$ cat src/rtl/core/sio_frame_master_handshake_macros.svh
// Assertion macros shared by the frame master RTL.
// Each macro expects signals named clk and arst_n in the scope where it is used.
`ifndef SIO_FRAME_MASTER_HANDSHAKE_MACROS_SVH
`define SIO_FRAME_MASTER_HANDSHAKE_MACROS_SVH

`ifndef SYNTH
// The consequent must hold in the same cycle as the antecedent.
`define SFM_ASSERT_IMPL(lbl, ante, cons, msg) \
	lbl: assert property (@(posedge clk) disable iff (!arst_n) (ante) |-> (cons)) \
		else $error(msg);
// The consequent must hold in the cycle after the antecedent.
`define SFM_ASSERT_NEXT(lbl, ante, cons, msg) \
	lbl: assert property (@(posedge clk) disable iff (!arst_n) (ante) |=> (cons)) \
		else $error(msg);
`else
`define SFM_ASSERT_IMPL(lbl, ante, cons, msg)
`define SFM_ASSERT_NEXT(lbl, ante, cons, msg)
`endif

`endif

$ cat src/rtl/core/sio_fm_pkg.sv
`default_nettype none

package sio_fm_pkg;

	// Frame geometry.
	localparam int FRAME_BYTES = 25;
	// Store address width and byte counter width (the counter also walks the
	// five command frame slots, so it is never narrower than three bits).
	localparam int AW = (FRAME_BYTES > 1) ? $clog2(FRAME_BYTES) : 1;
	localparam int CW = ($clog2(FRAME_BYTES + 1) > 3) ? $clog2(FRAME_BYTES + 1) : 3;

	// Command frame slots.
	localparam logic [2:0] SLOT_DEVICE  = 3'd0;
	localparam logic [2:0] SLOT_COMMAND = 3'd1;
	localparam logic [2:0] SLOT_AUX_ONE = 3'd2;
	localparam logic [2:0] SLOT_AUX_TWO = 3'd3;
	localparam logic [2:0] SLOT_CHECK   = 3'd4;

	// Configuration register indexes.
	localparam logic [1:0] CFG_DEVICE_ID    = 2'd0;
	localparam logic [1:0] CFG_COMMAND_CODE = 2'd1;
	localparam logic [1:0] CFG_AUX_ONE      = 2'd2;
	localparam logic [1:0] CFG_AUX_TWO      = 2'd3;

	// Configuration reset values.
	localparam logic [7:0] RST_DEVICE_ID    = 8'd115;
	localparam logic [7:0] RST_COMMAND_CODE = 8'h01;
	localparam logic [7:0] RST_AUX          = 8'h00;

	// Input kinds.
	localparam logic KIND_PAYLOAD = 1'b0;
	localparam logic KIND_REPLY   = 1'b1;

	// Reply characters from the device.
	localparam logic [7:0] CH_ACK      = 8'h41;
	localparam logic [7:0] CH_NAK      = 8'h4E;
	localparam logic [7:0] CH_COMPLETE = 8'h43;
	localparam logic [7:0] CH_ERROR    = 8'h45;

	typedef enum logic [2:0] {
		ST_NONE     = 3'd0,
		ST_ACK      = 3'd1,
		ST_NAK      = 3'd2,
		ST_COMPLETE = 3'd3,
		ST_DEVERR   = 3'd4,
		ST_PROTERR  = 3'd5
	} status_t;

	typedef enum logic [1:0] {
		CTL_IDLE,
		CTL_CMD,
		CTL_PAY,
		CTL_STAT
	} ctl_state_t;

	typedef enum logic [1:0] {
		PH_COLLECT,
		PH_REPLY1,
		PH_REPLY2,
		PH_FINISH
	} phase_t;

	typedef enum logic [1:0] {
		OSEL_CMD,
		OSEL_PAY,
		OSEL_STAT
	} out_sel_t;

	// Commands from the controller to the datapath.
	typedef struct packed {
		logic     load_byte;
		logic     clear_frame;
		logic     idx_clear;
		logic     idx_inc;
		logic     ck_clear;
		logic     out_load;
		out_sel_t out_sel;
		status_t  out_status;
		logic     out_last;
	} sfm_cmd_t;

	// Status from the datapath to the controller.
	typedef struct packed {
		logic frame_done;
		logic idx_cmd_end;
		logic idx_pay_end;
		logic out_free;
	} sfm_sts_t;

	// End-around-carry add: a carry out of bit 7 is folded back into bit 0.
	function automatic logic [7:0] eac_add(input logic [7:0] a, input logic [7:0] b);
		logic [8:0] s;
		s = {1'b0, a} + {1'b0, b};
		return s[8] ? (s[7:0] + 8'd1) : s[7:0];
	endfunction

endpackage

`default_nettype wire

$ cat src/rtl/core/sio_fm_ifs.sv
`default_nettype none

// Input channel: one payload or reply byte per transaction.
interface sio_fm_in_if;
	logic       valid;
	logic       ready;
	logic       kind;
	logic [7:0] byte_value;

	modport source (output valid, output kind, output byte_value, input ready);
	modport sink (input valid, input kind, input byte_value, output ready);
endinterface

// Output channel: one transmit byte or status report per transaction.
interface sio_fm_out_if;
	logic       valid;
	logic       ready;
	logic       is_tx;
	logic [7:0] tx_byte;
	logic [2:0] status;
	logic       last;

	modport source (output valid, output is_tx, output tx_byte, output status,
		output last, input ready);
	modport sink (input valid, input is_tx, input tx_byte, input status,
		input last, output ready);
endinterface

`default_nettype wire

$ cat src/rtl/core/sio_fm_ctrl.sv
`default_nettype none

module sio_fm_ctrl (
	input  wire logic                 clk,
	input  wire logic                 arst_n,
	input  wire logic                 in_valid,
	output logic                      in_ready,
	input  wire logic                 kind,
	input  wire logic [7:0]           byte_value,
	input  wire sio_fm_pkg::sfm_sts_t sts,
	output sio_fm_pkg::sfm_cmd_t      cmd
);

	sio_fm_pkg::ctl_state_t state_q, state_d;
	sio_fm_pkg::phase_t     phase_q, phase_d;
	sio_fm_pkg::status_t    stat_q, stat_d;

	logic accept;
	logic is_ack;
	logic is_an;
	logic pay_acc;
	logic rep_acc;

	// Input decode.
	always_comb begin
		in_ready = (state_q == sio_fm_pkg::CTL_IDLE);
		accept   = in_valid && in_ready;
		is_ack   = (byte_value == sio_fm_pkg::CH_ACK);
		is_an    = is_ack || (byte_value == sio_fm_pkg::CH_NAK);
		pay_acc  = accept && (kind == sio_fm_pkg::KIND_PAYLOAD)
			&& (phase_q == sio_fm_pkg::PH_COLLECT);
		rep_acc  = accept && (kind == sio_fm_pkg::KIND_REPLY);
	end

	// Next state, protocol phase and pending status code.
	always_comb begin
		state_d = state_q;
		phase_d = phase_q;
		stat_d  = stat_q;
		unique case (state_q)
			sio_fm_pkg::CTL_IDLE: begin
				if (pay_acc && sts.frame_done) begin
					state_d = sio_fm_pkg::CTL_CMD;
					phase_d = sio_fm_pkg::PH_REPLY1;
				end else if (rep_acc) begin
					unique case (phase_q)
						sio_fm_pkg::PH_COLLECT: begin
							state_d = sio_fm_pkg::CTL_IDLE;
						end
						sio_fm_pkg::PH_REPLY1: begin
							if (is_an) begin
								state_d = sio_fm_pkg::CTL_PAY;
								phase_d = sio_fm_pkg::PH_REPLY2;
								stat_d  = is_ack ? sio_fm_pkg::ST_ACK : sio_fm_pkg::ST_NAK;
							end else begin
								state_d = sio_fm_pkg::CTL_STAT;
								phase_d = sio_fm_pkg::PH_COLLECT;
								stat_d  = sio_fm_pkg::ST_PROTERR;
							end
						end
						sio_fm_pkg::PH_REPLY2: begin
							state_d = sio_fm_pkg::CTL_STAT;
							if (is_an) begin
								phase_d = sio_fm_pkg::PH_FINISH;
								stat_d  = is_ack ? sio_fm_pkg::ST_ACK : sio_fm_pkg::ST_NAK;
							end else begin
								phase_d = sio_fm_pkg::PH_COLLECT;
								stat_d  = sio_fm_pkg::ST_PROTERR;
							end
						end
						sio_fm_pkg::PH_FINISH: begin
							state_d = sio_fm_pkg::CTL_STAT;
							phase_d = sio_fm_pkg::PH_COLLECT;
							if (byte_value == sio_fm_pkg::CH_COMPLETE) begin
								stat_d = sio_fm_pkg::ST_COMPLETE;
							end else if (byte_value == sio_fm_pkg::CH_ERROR) begin
								stat_d = sio_fm_pkg::ST_DEVERR;
							end else begin
								stat_d = sio_fm_pkg::ST_PROTERR;
							end
						end
						default: begin
							state_d = sio_fm_pkg::CTL_IDLE;
						end
					endcase
				end
			end
			sio_fm_pkg::CTL_CMD: begin
				if (sts.out_free && sts.idx_cmd_end) begin
					state_d = sio_fm_pkg::CTL_IDLE;
				end
			end
			sio_fm_pkg::CTL_PAY: begin
				if (sts.out_free && sts.idx_pay_end) begin
					state_d = sio_fm_pkg::CTL_IDLE;
				end
			end
			sio_fm_pkg::CTL_STAT: begin
				if (sts.out_free) begin
					state_d = sio_fm_pkg::CTL_IDLE;
				end
			end
			default: begin
				state_d = sio_fm_pkg::CTL_IDLE;
			end
		endcase
	end

	// Datapath commands.
	always_comb begin
		cmd = '0;
		cmd.out_sel    = sio_fm_pkg::OSEL_STAT;
		cmd.out_status = sio_fm_pkg::ST_NONE;
		unique case (state_q)
			sio_fm_pkg::CTL_IDLE: begin
				cmd.load_byte = pay_acc;
				cmd.ck_clear  = pay_acc && sts.frame_done;
				cmd.idx_clear = (pay_acc && sts.frame_done)
					|| (rep_acc && (phase_q == sio_fm_pkg::PH_REPLY1) && is_an);
				// Protocol errors and the end of the exchange restart collection.
				cmd.clear_frame = rep_acc && (
					((phase_q == sio_fm_pkg::PH_REPLY1) && !is_an)
					|| ((phase_q == sio_fm_pkg::PH_REPLY2) && !is_an)
					|| (phase_q == sio_fm_pkg::PH_FINISH));
			end
			sio_fm_pkg::CTL_CMD: begin
				cmd.out_load = sts.out_free;
				cmd.idx_inc  = sts.out_free;
				cmd.out_sel  = sio_fm_pkg::OSEL_CMD;
				cmd.out_last = sts.idx_cmd_end;
			end
			sio_fm_pkg::CTL_PAY: begin
				cmd.out_load   = sts.out_free;
				cmd.idx_inc    = sts.out_free;
				cmd.out_sel    = sio_fm_pkg::OSEL_PAY;
				cmd.out_status = stat_q;
				cmd.out_last   = sts.idx_pay_end;
			end
			sio_fm_pkg::CTL_STAT: begin
				cmd.out_load   = sts.out_free;
				cmd.out_sel    = sio_fm_pkg::OSEL_STAT;
				cmd.out_status = stat_q;
				cmd.out_last   = 1'b1;
			end
			default: begin
				cmd.out_load = 1'b0;
			end
		endcase
	end

	// State registers.
	always_ff @(posedge clk or negedge arst_n) begin
		if (!arst_n) begin
			state_q <= sio_fm_pkg::CTL_IDLE;
			phase_q <= sio_fm_pkg::PH_COLLECT;
			stat_q  <= sio_fm_pkg::ST_NONE;
		end else begin
			state_q <= state_d;
			phase_q <= phase_d;
			stat_q  <= stat_d;
		end
	end

endmodule

`default_nettype wire

$ cat src/rtl/core/sio_fm_dp.sv
`default_nettype none

module sio_fm_dp (
	input  wire logic                 clk,
	input  wire logic                 arst_n,
	input  wire sio_fm_pkg::sfm_cmd_t cmd,
	output sio_fm_pkg::sfm_sts_t      sts,
	input  wire logic [7:0]           byte_value,
	input  wire logic                 cfg_we,
	input  wire logic [1:0]           cfg_index,
	input  wire logic [7:0]           cfg_data,
	sio_fm_out_if.source              result
);

	logic [7:0] device_id_q;
	logic [7:0] command_code_q;
	logic [7:0] aux_one_q;
	logic [7:0] aux_two_q;

	logic [7:0] store_q [sio_fm_pkg::FRAME_BYTES];
	logic [sio_fm_pkg::CW-1:0] fill_q;
	logic [sio_fm_pkg::CW-1:0] idx_q;
	logic [7:0] pck_q;
	logic [7:0] cck_q;

	logic       out_valid_q;
	logic       out_is_tx_q;
	logic [7:0] out_byte_q;
	logic [2:0] out_status_q;
	logic       out_last_q;

	logic [7:0] cmd_byte;

	// Status toward the controller.
	always_comb begin
		sts.frame_done  = (fill_q == sio_fm_pkg::CW'(sio_fm_pkg::FRAME_BYTES - 1));
		sts.idx_cmd_end = (idx_q == sio_fm_pkg::CW'(sio_fm_pkg::SLOT_CHECK));
		sts.idx_pay_end = (idx_q == sio_fm_pkg::CW'(sio_fm_pkg::FRAME_BYTES));
		sts.out_free    = !out_valid_q || result.ready;
	end

	// Configuration registers.
	always_ff @(posedge clk or negedge arst_n) begin
		if (!arst_n) begin
			device_id_q    <= sio_fm_pkg::RST_DEVICE_ID;
			command_code_q <= sio_fm_pkg::RST_COMMAND_CODE;
			aux_one_q      <= sio_fm_pkg::RST_AUX;
			aux_two_q      <= sio_fm_pkg::RST_AUX;
		end else if (cfg_we) begin
			unique case (cfg_index)
				sio_fm_pkg::CFG_DEVICE_ID:    device_id_q    <= cfg_data;
				sio_fm_pkg::CFG_COMMAND_CODE: command_code_q <= cfg_data;
				sio_fm_pkg::CFG_AUX_ONE:      aux_one_q      <= cfg_data;
				sio_fm_pkg::CFG_AUX_TWO:      aux_two_q      <= cfg_data;
				default:                      aux_two_q      <= aux_two_q;
			endcase
		end
	end

	// Frame store: written at the fill count while collecting.
	always_ff @(posedge clk) begin
		if (cmd.load_byte) begin
			store_q[fill_q[sio_fm_pkg::AW-1:0]] <= byte_value;
		end
	end

	// Fill count and running payload checksum.
	always_ff @(posedge clk or negedge arst_n) begin
		if (!arst_n) begin
			fill_q <= '0;
			pck_q  <= '0;
		end else if (cmd.clear_frame) begin
			fill_q <= '0;
			pck_q  <= '0;
		end else if (cmd.load_byte) begin
			fill_q <= fill_q + 1'b1;
			pck_q  <= sio_fm_pkg::eac_add(pck_q, byte_value);
		end
	end

	// Byte index that walks the command frame and the payload.
	always_ff @(posedge clk or negedge arst_n) begin
		if (!arst_n) begin
			idx_q <= '0;
		end else if (cmd.idx_clear) begin
			idx_q <= '0;
		end else if (cmd.idx_inc) begin
			idx_q <= idx_q + 1'b1;
		end
	end

	// Command frame byte and its checksum, built up as the bytes go out.
	always_comb begin
		unique case (idx_q[2:0])
			sio_fm_pkg::SLOT_DEVICE:  cmd_byte = device_id_q;
			sio_fm_pkg::SLOT_COMMAND: cmd_byte = command_code_q;
			sio_fm_pkg::SLOT_AUX_ONE: cmd_byte = aux_one_q;
			sio_fm_pkg::SLOT_AUX_TWO: cmd_byte = aux_two_q;
			default:                  cmd_byte = cck_q;
		endcase
	end

	always_ff @(posedge clk) begin
		if (cmd.ck_clear) begin
			cck_q <= '0;
		end else if (cmd.out_load && (cmd.out_sel == sio_fm_pkg::OSEL_CMD)
			&& !sts.idx_cmd_end) begin
			cck_q <= sio_fm_pkg::eac_add(cck_q, cmd_byte);
		end
	end

	// Output register.
	always_ff @(posedge clk or negedge arst_n) begin
		if (!arst_n) begin
			out_valid_q <= 1'b0;
		end else if (cmd.out_load) begin
			out_valid_q <= 1'b1;
		end else if (result.ready) begin
			out_valid_q <= 1'b0;
		end
	end

	// Output payload: a command frame byte, a stored payload byte, the payload checksum
	// after the last stored byte, or zero for a status report.
	always_ff @(posedge clk) begin
		if (cmd.out_load) begin
			out_is_tx_q  <= (cmd.out_sel != sio_fm_pkg::OSEL_STAT);
			out_status_q <= cmd.out_status;
			out_last_q   <= cmd.out_last;
			unique case (cmd.out_sel)
				sio_fm_pkg::OSEL_CMD: out_byte_q <= cmd_byte;
				sio_fm_pkg::OSEL_PAY: begin
					if (sts.idx_pay_end) begin
						out_byte_q <= pck_q;
					end else begin
						out_byte_q <= store_q[idx_q[sio_fm_pkg::AW-1:0]];
					end
				end
				default:              out_byte_q <= 8'h00;
			endcase
		end
	end

	assign result.valid   = out_valid_q;
	assign result.is_tx   = out_is_tx_q;
	assign result.tx_byte = out_byte_q;
	assign result.status  = out_status_q;
	assign result.last    = out_last_q;

endmodule

`default_nettype wire

$ cat src/rtl/core/sio_frame_master_handshake.sv
// An accepted byte that causes results moves the controller out of idle, and its first
// result then goes into the output register; results leave one per cycle while the
// output side takes them. No byte is taken until the controller, walking the command
// frame or the frame store, has loaded every result; a byte with no result leaves it idle.
// Reset: configuration returns to its defaults, fill count and payload checksum clear,
// the block collects payload and the output register is empty; the store is not cleared.
`default_nettype none

`include "sio_frame_master_handshake_macros.svh"

module sio_frame_master_handshake (
	input  wire logic       clk,
	input  wire logic       arst_n,
	sio_fm_in_if.sink       item,
	sio_fm_out_if.source    result,
	input  wire logic       cfg_we,
	input  wire logic [1:0] cfg_index,
	input  wire logic [7:0] cfg_data
);

	sio_fm_pkg::sfm_cmd_t cmd;
	sio_fm_pkg::sfm_sts_t sts;
	logic                 in_ready;

	assign item.ready = in_ready;

	// Protocol sequencer.
	sio_fm_ctrl u_ctrl (
		.clk        (clk),
		.arst_n     (arst_n),
		.in_valid   (item.valid),
		.in_ready   (in_ready),
		.kind       (item.kind),
		.byte_value (item.byte_value),
		.sts        (sts),
		.cmd        (cmd)
	);

	// Store, checksums, configuration and output register.
	sio_fm_dp u_dp (
		.clk        (clk),
		.arst_n     (arst_n),
		.cmd        (cmd),
		.sts        (sts),
		.byte_value (item.byte_value),
		.cfg_we     (cfg_we),
		.cfg_index  (cfg_index),
		.cfg_data   (cfg_data),
		.result     (result)
	);

	// No result is produced in a cycle where a new transaction can be taken.
	`SFM_ASSERT_IMPL(a_ready_no_load, item.ready, !cmd.out_load, "result loaded while ready")
	// The payload byte that completes a frame stops input for the command frame.
	`SFM_ASSERT_NEXT(a_full_frame_stall, item.valid && item.ready
		&& (item.kind == sio_fm_pkg::KIND_PAYLOAD) && sts.frame_done && !cmd.clear_frame,
		!item.ready, "input taken after full frame")
	// A status report is always the only result of its input.
	`SFM_ASSERT_IMPL(a_status_last, result.valid && !result.is_tx, result.last,
		"status report not marked last")

endmodule

`default_nettype wire

$ cat src/flat_wrapper.sv
// flat-port wrapper written by rule: the top's interface ports become plain ports
module sio_frame_master_handshake_flat 
  (clk, arst_n, cfg_we, cfg_index, cfg_data, item_valid, item_kind, item_byte_value, item_ready, result_valid, result_is_tx, result_tx_byte, result_status, result_last, result_ready);
  sio_fm_in_if item_i ();
  sio_fm_out_if result_i ();
  input  wire logic clk;
  input  wire logic arst_n;
  input  wire logic cfg_we;
  input  wire logic [1:0] cfg_index;
  input  wire logic [7:0] cfg_data;
  input wire logic [$bits(item_i.valid)-1:0] item_valid;
  input wire logic [$bits(item_i.kind)-1:0] item_kind;
  input wire logic [$bits(item_i.byte_value)-1:0] item_byte_value;
  output wire logic [$bits(item_i.ready)-1:0] item_ready;
  output wire logic [$bits(result_i.valid)-1:0] result_valid;
  output wire logic [$bits(result_i.is_tx)-1:0] result_is_tx;
  output wire logic [$bits(result_i.tx_byte)-1:0] result_tx_byte;
  output wire logic [$bits(result_i.status)-1:0] result_status;
  output wire logic [$bits(result_i.last)-1:0] result_last;
  input wire logic [$bits(result_i.ready)-1:0] result_ready;
  assign item_i.valid = item_valid;
  assign item_i.kind = item_kind;
  assign item_i.byte_value = item_byte_value;
  assign item_ready = item_i.ready;
  assign result_valid = result_i.valid;
  assign result_is_tx = result_i.is_tx;
  assign result_tx_byte = result_i.tx_byte;
  assign result_status = result_i.status;
  assign result_last = result_i.last;
  assign result_i.ready = result_ready;
  sio_frame_master_handshake u_core (.clk(clk), .arst_n(arst_n), .item(item_i), .result(result_i), .cfg_we(cfg_we), .cfg_index(cfg_index), .cfg_data(cfg_data));
endmodule
$ cat config.mk
export PLATFORM = sky130hd
export DESIGN_NAME = sio_frame_master_handshake_flat
export DESIGN_NICKNAME = d
export VERILOG_FILES = /design/src/rtl/core/sio_fm_pkg.sv /design/src/rtl/core/sio_fm_ifs.sv /design/src/rtl/core/sio_fm_ctrl.sv /design/src/rtl/core/sio_fm_dp.sv /design/src/rtl/core/sio_frame_master_handshake.sv /design/src/flat_wrapper.sv
export VERILOG_INCLUDE_DIRS = /design/src /design/src/rtl/core
export SDC_FILE = /design/constraint.sdc
export NUM_CORES = 1
export LEC_CHECK = 0
export CAP_MARGIN = 5
export CORE_ASPECT_RATIO = 0.8
export CORE_MARGIN = 2
export CORE_UTILIZATION = 60
export DETAILED_ROUTE_END_ITERATION = 8
export DONT_BUFFER_PORTS = 1
export PLACE_DENSITY_LB_ADDON = 0.05
export SETUP_SLACK_MARGIN = 0.2
export SYNTH_ARGS = -nofsm -noshare
export SYNTH_HDL_FRONTEND = slang
export SYNTH_HIERARCHICAL = 1
export SYNTH_SLANG_ARGS = --single-unit
$ cat constraint.sdc
create_clock -name clk -period 5.4 [get_ports clk]
set_clock_uncertainty 0.2 [all_clocks]
set_input_delay 1.08 -clock clk [delete_from_list [all_inputs] [get_ports clk]]
set_output_delay 1.08 -clock clk [all_outputs]
set_load 0.01 [all_outputs]
# After elaboration in Yosys (flattened, before gate mapping)
# Memory sizes are Yosys's and may differ from the RTL's.
# Index checks and enable logic that the tools add are counted.
[op_classes] n_addsub=6 n_reduce_logical=44 eq_ne=25 bitwise=2 mux=38
[op_table] op="8-bit 2-to-1 mux" count=5
[op_table] op="8-bit by 7-bit == test with 1-bit output, second input constant" count=4
[op_table] op="8-bit case mux with 4 select lines" count=1
[op_table] op="2-bit 2-to-1 mux" count=10
[op_table] op="5-bit 2-to-1 mux" count=4
[op_table] op="8-bit by 8-bit adder with 9-bit output" count=2
[op_table] op="8-bit by 1-bit adder with 8-bit output, second input constant" count=2
[op_table] op="8-bit case mux with 2 select lines" count=1
[op_table] op="1-bit logical AND" count=14
[op_table] op="2-bit == test, second input constant" count=6
[op_table] op="2-bit case mux with 3 select lines" count=2
[op_table] op="5-bit by 1-bit adder with 5-bit output, second input constant" count=2
[op_table] op="5-bit == test, second input constant" count=2
[op_table] op="2-bit nonzero test" count=5
[op_table] op="3-bit 2-to-1 mux" count=3
[op_table] op="3-bit case mux with 3 select lines" count=1
[op_table] op="2-bit by 1-bit == test with 1-bit output, second input constant" count=4
[op_table] op="2-bit zero test" count=4
[op_table] op="1-bit 2-to-1 mux" count=8
[op_table] op="2-bit inequality test, second input constant" count=4
[op_table] op="2-bit case mux with 4 select lines" count=1
[op_table] op="2-bit AND reduction" count=4
[op_table] op="4-bit AND reduction" count=2
[op_table] op="2-bit OR reduction" count=4
[op_table] op="other kinds (12)" count=20
[word_totals] register_bits=79 ramBits=200 in_bits=24 out_inout_bits=15 mem_count=1 word_cells=132
[mem_list] name="u_core.u_dp.store_q" words=25 word_bits=8 read_ports=1 rd_ports_with_merged_regs=0 write_ports=1 line="sio_fm_dp.sv:20" text="logic [7:0] store_q [sio_fm_pkg::FRAME_BYTES];"

# Longest topological paths before layout
# Gate-level depths: netlist (run 1).
[depth] depth_word=10 ltp_mapped=19 ltp_nobuf=14

# Modules after synthesis
# The synthesis (run 1) kept the hierarchy.
[modules_own_cells] mod="sio_fm_dp" cells_per_inst=748 n_inst=1 seq_area_each_um2=7840.0 area_per_inst_um2=12092.8
[modules_own_cells] mod="sio_fm_ctrl" cells_per_inst=77 n_inst=1 seq_area_each_um2=175.2 area_per_inst_um2=660.6

# Worst setup path before layout (run 1)
# Ideal clock, no wire load.
[synth_timing] kind="register -> register" startpoint="register u_core/u_dp/idx_q[0] (netlist name)" endpoint="register u_core.u_dp.cck_q[6]" path_slack_ps=746 path_buffers=5 period_less_slack_ps=4654 t_arrival_ps=4363 setup_time_ps=91 required_ps=5109 stages_incl_launch_ff=20 cell_sequence="dfrtp_1 buf_6 buf_12 buf_4 buf_6 inv_1 ha_1 clkbuf_1 nor3_1 o21bai_1 mux2_2 ha_1 inv_1 fa_1 nor2b_1 o31ai_2 a21oi_2 nand4_1 or4_1 a311oi_1"
[synth_between] elab_chain_cells=5 word_cells_on_any_way=11 classes_between="add/sub: 2; eq/ne: 4; mux: 2; reduce/logical: 3"
[synth_rtl] element="from (decl)" line="sio_fm_dp.sv:22" text="logic [sio_fm_pkg::CW-1:0] idx_q;"
[synth_rtl] element="from (signal assigned)" line="sio_fm_dp.sv:88" text="idx_q <= idx_q + 1'b1;"
[synth_rtl] element="3-bit by 2-bit == test with 1-bit output (tied with other cells)" line="sio_fm_dp.sv:94" text="unique case (idx_q[2:0])"
[synth_rtl] element="8-bit case mux with 4 select lines" line="sio_fm_dp.sv:94"
[synth_rtl] element="8-bit by 8-bit adder with 9-bit output" line="sio_fm_pkg.sv:93" text="s = {1'b0, a} + {1'b0, b};"
[synth_rtl] element="8-bit by 1-bit adder with 8-bit output" line="sio_fm_pkg.sv:94" text="return s[8] ? (s[7:0] + 8'd1) : s[7:0];"
[synth_rtl] element="8-bit 2-to-1 mux" line="sio_fm_pkg.sv:94"
[synth_rtl] element="to (signal assigned)" line="sio_fm_dp.sv:108" text="cck_q <= sio_fm_pkg::eac_add(cck_q, cmd_byte);"
[synth_rtl] element="to (decl)" line="sio_fm_dp.sv:24" text="logic [7:0] cck_q;"
# Parallel ways exist; a longest one is shown, timed or not.
# A chain may end at the register's enable or synchronous reset.

# Worst setup path after layout (run 1)
[layout_timing] startpoint="register u_core/u_dp/idx_q[1] (netlist name)" endpoint="register u_core.u_dp.cck_q[7]"
# The elaborated chain is that of the path after synthesis.

==> results of run 1 <==
flip-flops by register name (all words and copies together) (netlist names), 8 cells and up:
| register | count |
|---|---|
| u_core/u_dp/store_q | 200 |
| u_core/u_dp/aux_one_q | 8 |
| u_core/u_dp/aux_two_q | 8 |
| u_core/u_dp/cck_q | 8 |
| u_core/u_dp/command_code_q | 8 |
| u_core/u_dp/device_id_q | 8 |
| u_core/u_dp/pck_q | 8 |
| u_core/u_dp/result.tx_byte | 8 |
per-stage QoR:
stage / instance area, sq um / std cells / total power, W / hold slack [ns] / utilization (%)
final: 13800 / 1117 / 0.00694 / 0.0279 / 66.5
after CTS: 13800 / 1117 / 0.00698 / 0.00208 / 66.5
after global routing: 13800 / 1117 / 0.00729 / 0.00608 / 66.5
after detailed placement: 13000 / 1069 / 0.00519 / 0.265 / 62.5
after floorplan: 12800 / 825 / 0.00465 / 0.242 / -
after global placement: 13000 / 1069 / 0.00514 / 0.284 / 62.5
worst max-delay path by stage:
stage	cells after the start	end	slack, ns
after floorplan	19	u_core/u_dp/cck_q[6]$_SDFFE_PP0P_	0.75
after global placement	14	u_core/u_dp/cck_q[6]$_SDFFE_PP0P_	0.74
after detailed placement	14	u_core/u_dp/cck_q[6]$_SDFFE_PP0P_	0.60
after CTS	14	u_core/u_dp/cck_q[7]$_SDFFE_PP0P_	0.58
after global routing	14	u_core/u_dp/cck_q[7]$_SDFFE_PP0P_	0.20
final	14	u_core/u_dp/cck_q[7]$_SDFFE_PP0P_	0.49
per-layer routing:
metal | track usage, % | up-vias | part of all wire [%]
li1 | - | 3247 | -
met1 | 34.7 | 3636 | 43
met2 | 39.9 | 253 | 48
met3 | 4.72 | 49 | 6.6
met4 | 6.08 | 0 | 2.3
met5 | 0 | - | 0
final cells by class:
type | instances | area, sq um | area share (%)
Sequential cell | 279 | 8020 | 58.1
Multi-Input combinational cell | 487 | 4450 | 32.2
Inverter | 23 | 86.3 | 0.625
Tap cell | 269 | 337 | 2.44
Clock buffer | 33 | 718 | 5.20
Clock inverter | 14 | 109 | 0.788
Timing Repair Buffer | 12 | 92.6 | 0.670
worst max-delay path, cell delays in order (launching register included):
cell and delay (ns):
dfrtp_1 0.42, inv_2 0.22, ha_1 0.48, nor3_1 0.11, o21bai_1 0.72, mux2_2 0.32
ha_1 0.19, inv_1 0.07, fa_1 0.46, xnor2_1 0.38, nand3_1 0.19, nor4b_1 0.29
o21ai_1 0.17, o32a_1 0.32, nor4_1 0.26
cells by family (layout without fill, tap and decap cells):
family	Yosys count	count (layout)	synth area share [%]
buffers and inverters	59	82	2.31
xor gates and xnor gates	25	25	1.72
adders and majority gates	35	35	3.55
and+or+nand+nor	194	194	7.53
muxes	110	110	14.9
AOI/OAI and AO/OA	123	123	7.15
DFF	279	279	62.8
where the power goes:
group | total (W) | leakage [nW] | internal, W | switching (W)
logic | 0.00247 | 1.74 | 0.00112 | 0.00135
registers | 0.00270 | 2.67 | 0.00252 | 0.000182
clock network | 0.00177 | 0.412 | 0.000993 | 0.000775
timing repair:
item                                   CTS  global route
hold buffers                             1             0
endpoints found under the hold margin    2             0
gates resized for setup                  0             0
buffers inserted                         0             0
synth_stat cells (all sizes together) (11+ instances only):
library cell,n,area [sq um]
o21ai,27,135
edfxtp,213,6400
nand2b,11,68.8
ha,33,413
mux2i,15,150
inv,22,82.6
nand2,47,179
dfrtp,52,1300
mux4,56,1310
nor2,68,258
xnor2,11,96.3
a211oi,22,165
mux2,39,439
buf,16,133
nor2b,15,93.8
a21oi,15,78.8
xor2,14,123
clkbuf,20,75.1
==> results.cfg, run 1 <==
[yosys]
syn_area_per_cell_sq_um = 15.5
synth_fp_nets = 884
synth.distinct_cells = 78
syn_inst = 825
ys_seq_area_share_pct = 62.8
ys_async_sr_fraction_pct = 20.8
synth.cell_area_sq_mm = 0.0128
yosys_most_used_dff = edfxtp_1
synth_edf_count = 213
yosys_register_bits = 279
synth_warnings = 6

[timing]
period_share_pct = 90.9
rsz0062_at_grt = no
layout_min_cycle_time_ns = 4.91
slew_violations = 0
tightest_slew_ns = 0.970
final-setup-viol-count = 0
setup-tns-final_ns = 0
max_slew_margin_pct = 35.1
worst_slack_ns = 0.491
fmax_mhz = 204
hold_viol_final = 0

[route]
routed_via_density = 6.43
wl_per_cell_um = 23.9
drt.antenna.violating_nets = 0
detail_route.iter0.violations = 739
drc = 0
finalWirelength_um = 26700
vias = 7185
drt_pass1_iterations = 5

[global_route]
first_global_vias = 7260
grt.overflow.total = 0
grt_pass1_wl_um = 41900
grt_util_all_layers_pct = 24.5
grt_max_degree = 58
antenna_found_initial = 0

[finish]
layout_commonest_cell = edfxtp_1
diodes = 0
area_growth_pct = 8.28
final_cell_mix = edfxtp_1, nor2_1, dfrtp_1, nand2_1, mux4_2
fin_nets = 889
layout-drive-gt1-share_pct = 18.0
nFillCells = 1442

[clock_tree]
tritoncts = done
cts_buffer_depth = 3
cts_made_buffers = 27
cts.sinks = 279
clkTransAtPathRegs_ns = 0.06
clk_latency_ns = 0.55
cts_root_buffer = clkbuf_16
htreeDepth = 1

[place]
numPortBuffers = 0
dp_slack_ns = 0.600
gp_congestion = 0.872
hpwl_um = 17900

[setup_path]
crit_start = u_core/u_dp/idx_q[1]$_DFFE_PN0P_
worstSetupEndpointType = flop
required_ns = 5.65
worstReg2RegEnd = u_core/u_dp/cck_q[7]$_SDFFE_PP0P_
worstReg2RegStart = u_core/u_dp/idx_q[1]$_DFFE_PN0P_
r2r_slack_ns = 0.49
startpoint_type = flop
worstRegToRegCells = 14
cp_max_fo = 10
worstPathArrival_ns = 5.15
worstSetupPathType = reg -> reg

[die]
std_cell_rows = 47
die_area_sq_mm = 0.0224
die_y_um = 134
die_x_um = 167
ioPinCount = 39
start_util_pct = 61.4
core_area_sq_mm = 0.0208

[hold_path]
hold_class = in -> async

[run_status]
status = finished clean

[pwr]
power.density_mw_per_mm2 = 503
leakagePower_nw = 4.83
vdd_drop_max_mv = 0.348

[run]
drv_cap = 0
Power figures use the tool's default switching activity.
==> run 2, diff against run 1 <==
Settings changed: ABC_AREA set to 1.
==> results.cfg, run 2 <==
[global_route]
grt.overflow.total = 0
antenna_found_initial = 0
grt_pass1_wl_um = 48200
grt_util_all_layers_pct = 27.2
first_global_vias = 8599
grt_max_degree = 66

[timing]
setup-tns-final_ns = 0
slew_violations = 0
tightest_slew_ns = 0.884
layout_min_cycle_time_ns = 4.31
fmax_mhz = 232
hold_viol_final = 0
period_share_pct = 79.8
rsz0062_at_grt = no
final-setup-viol-count = 0
max_slew_margin_pct = 40.9

[yosys]
synth_top_area_share_pct = 48.6
synth_mux_area_share_pct = 0
synthAdderAreaFrac_pct = 3.44
synth.cell_area_sq_mm = 0.0132
synth_fp_nets = 1409
syn_inst = 1350
synth.distinct_cells = 45
ys_seq_area_share_pct = 60.9
synth_warnings = 6
yosys_register_bits = 279
synth_edf_count = 213
ys_top_cells_by_count = nand2_1, edfxtp_1, nor2_1, o21ai_0, inv_1
synthTopCellsByArea = edfxtp_1, dfrtp_1, nand2_1
synth.most_common_cell = nand2_1
yosys_most_used_dff = edfxtp_1
syn_area_per_cell_sq_um = 9.75
ys_async_sr_fraction_pct = 20.8
synth-compound-area-share_pct = 9.16
synth_simple_gate_area_share_pct = 19.9
synthXorXnorAreaFrac_pct = 0.722
synth_area_leader_cell = edfxtp_1
synth_top_family_by_area = simple AND/OR/NAND/NOR gates

[place]
gp_congestion = 0.894
numPortBuffers = 0
hpwl_um = 20100

[route]
detail_route.iter0.violations = 952
vias = 9428
routed_via_density = 5.77
wl_per_cell_um = 18.8
drt_pass1_iterations = 5
drt.antenna.violating_nets = 0
finalWirelength_um = 30700
drc = 0

[setup_path]
startpoint_type = flop
worstPathArrival_ns = 4.54
worstSetupEndpointType = flop
cp_max_fo = 28
required_ns = 5.64
r2r_slack_ns = 1.09
worstRegToRegCells = 18
worstSetupPathType = reg -> reg

[finish]
diodes = 0
layout-drive-gt1-share_pct = 7.00
area_growth_pct = 7.64
fin_nets = 1396
final_cell_mix = nand2_1, edfxtp_1, nor2_1, o21ai_0, inv_1
largest_reg_flops = 200
fin_util_pct = 65.7
layout_commonest_cell = nand2_1

[pwr]
p_int_w = 0.00470
p_switching_w = 0.00338
power_frac_seq_pct = 34.5
power.density_mw_per_mm2 = 570
comb_power_share_pct = 42.5
vdd_drop_max_mv = 0.343
leakagePower_nw = 5.73
p_sw_share_pct = 41.9
clkPwrFrac_pct = 23.0

[die]
std_cell_rows = 48
die_area_sq_mm = 0.0232
start_util_pct = 61.1
ioPinCount = 39
die_x_um = 170
die_y_um = 137
core_area_sq_mm = 0.0216

[clock_tree]
cts_made_buffers = 27
tritoncts = done
cts_root_buffer = clkbuf_16
cts.sinks = 279
clkTransAtPathRegs_ns = 0.07
cts_hold_buf = 0
cts-resized-gates = 0
htreeDepth = 1
clk_latency_ns = 0.54
post_cts_buffers = 0
cts_buffer_depth = 3

[run]
drv_cap = 0

[hold_path]
hold_class = in -> async

[run_status]
status = finished clean
## run 2: cells by family (layout without fill, tap and decap cells)
family,after synthesis,after routing
AOI/OAI and AO/OA,221,221
xor gates and xnor gates,10,10
and+or+nand+nor,622,622
adders and majority gates,35,35
DFF,279,279
buffers and inverters,183,191
## run 2: cell type report
class | count | area [sq um]
Sequential cell | 279 | 8020
Timing Repair Buffer | 10 | 75.1
Multi-Input combinational cell | 888 | 4370
Clock buffer | 29 | 683
Clock inverter | 21 | 188
Tap cell | 275 | 344
Fill cell | 1675 | 7390
Inverter | 131 | 494
## run 2: worst paths after layout
kind                                                           to                                 from
max                             u_core/u_dp/cck_q[2]$_SDFFE_PP0P_     u_core/u_dp/idx_q[1]$_DFFE_PN0P_
min reg2reg                   u_core/u_ctrl/stat_q[2]$_DFFE_PN0P_  u_core/u_ctrl/stat_q[2]$_DFFE_PN0P_
max in group asynchronous  u_core/u_dp/device_id_q[6]$_DFFE_PN1P_                               arst_n
max reg2reg                     u_core/u_dp/cck_q[2]$_SDFFE_PP0P_     u_core/u_dp/idx_q[1]$_DFFE_PN0P_
min                          u_core/u_ctrl/state_q[1]$_DFFE_PN0P_                               arst_n
min in group clk              u_core/u_ctrl/stat_q[2]$_DFFE_PN0P_  u_core/u_ctrl/stat_q[2]$_DFFE_PN0P_
## run 2: metal layers
| metal | GRT usage [%] | routed length, um |
|---|---|---|
| met5 | 0 | 0 |
| met3 | 4.60 | 2330 |
| met1 | 42.6 | 14300 |
| met4 | 5.13 | 503 |
| met2 | 40.5 | 13600 |
## run 2: power by group through the flow
stage / registers [W] / clock network (W) / logic (W)
global route: 0.00281 / 0.00196 / 0.00392
global placement: 0.00283 / 0 / 0.00332
detailed placement: 0.00283 / 0 / 0.00338
finish: 0.00279 / 0.00186 / 0.00343
CTS: 0.00279 / 0.00188 / 0.00340
floorplan: 0.00271 / 0 / 0.00268
## run 2: worst max-delay path, cell delays in order, from the launching register on
cell and delay, ns:
dfrtp_2 0.73, ha_1 0.33, ha_1 0.38, nor2_1 0.09
nand2_1 0.35, o21ai_0 0.13, inv_1 0.09, ha_1 0.19
inv_1 0.07, fa_1 0.44, inv_1 0.06, nand2_1 0.06
nand2_1 0.12, nand3_1 0.09, o211ai_1 0.37, nand2_1 0.14
xor2_1 0.17, o21ai_0 0.15, inv_1 0.05
## run 2: metrics by stage
step / setup WS, ns / hold slack [ns] / instances / area (sq um) / power [W]
floorplan: 1.71 / 0.246 / 1350 / 13200 / 0.00540
global placement: 1.24 / 0.271 / 1583 / 13300 / 0.00615
detailed placement: 1.14 / 0.274 / 1583 / 13300 / 0.00621
CTS: 1.10 / 0.0225 / 1633 / 14200 / 0.00806
global route: 0.596 / 0.0153 / 1633 / 14200 / 0.00869
finish: 1.09 / 0.0367 / 1633 / 14200 / 0.00808
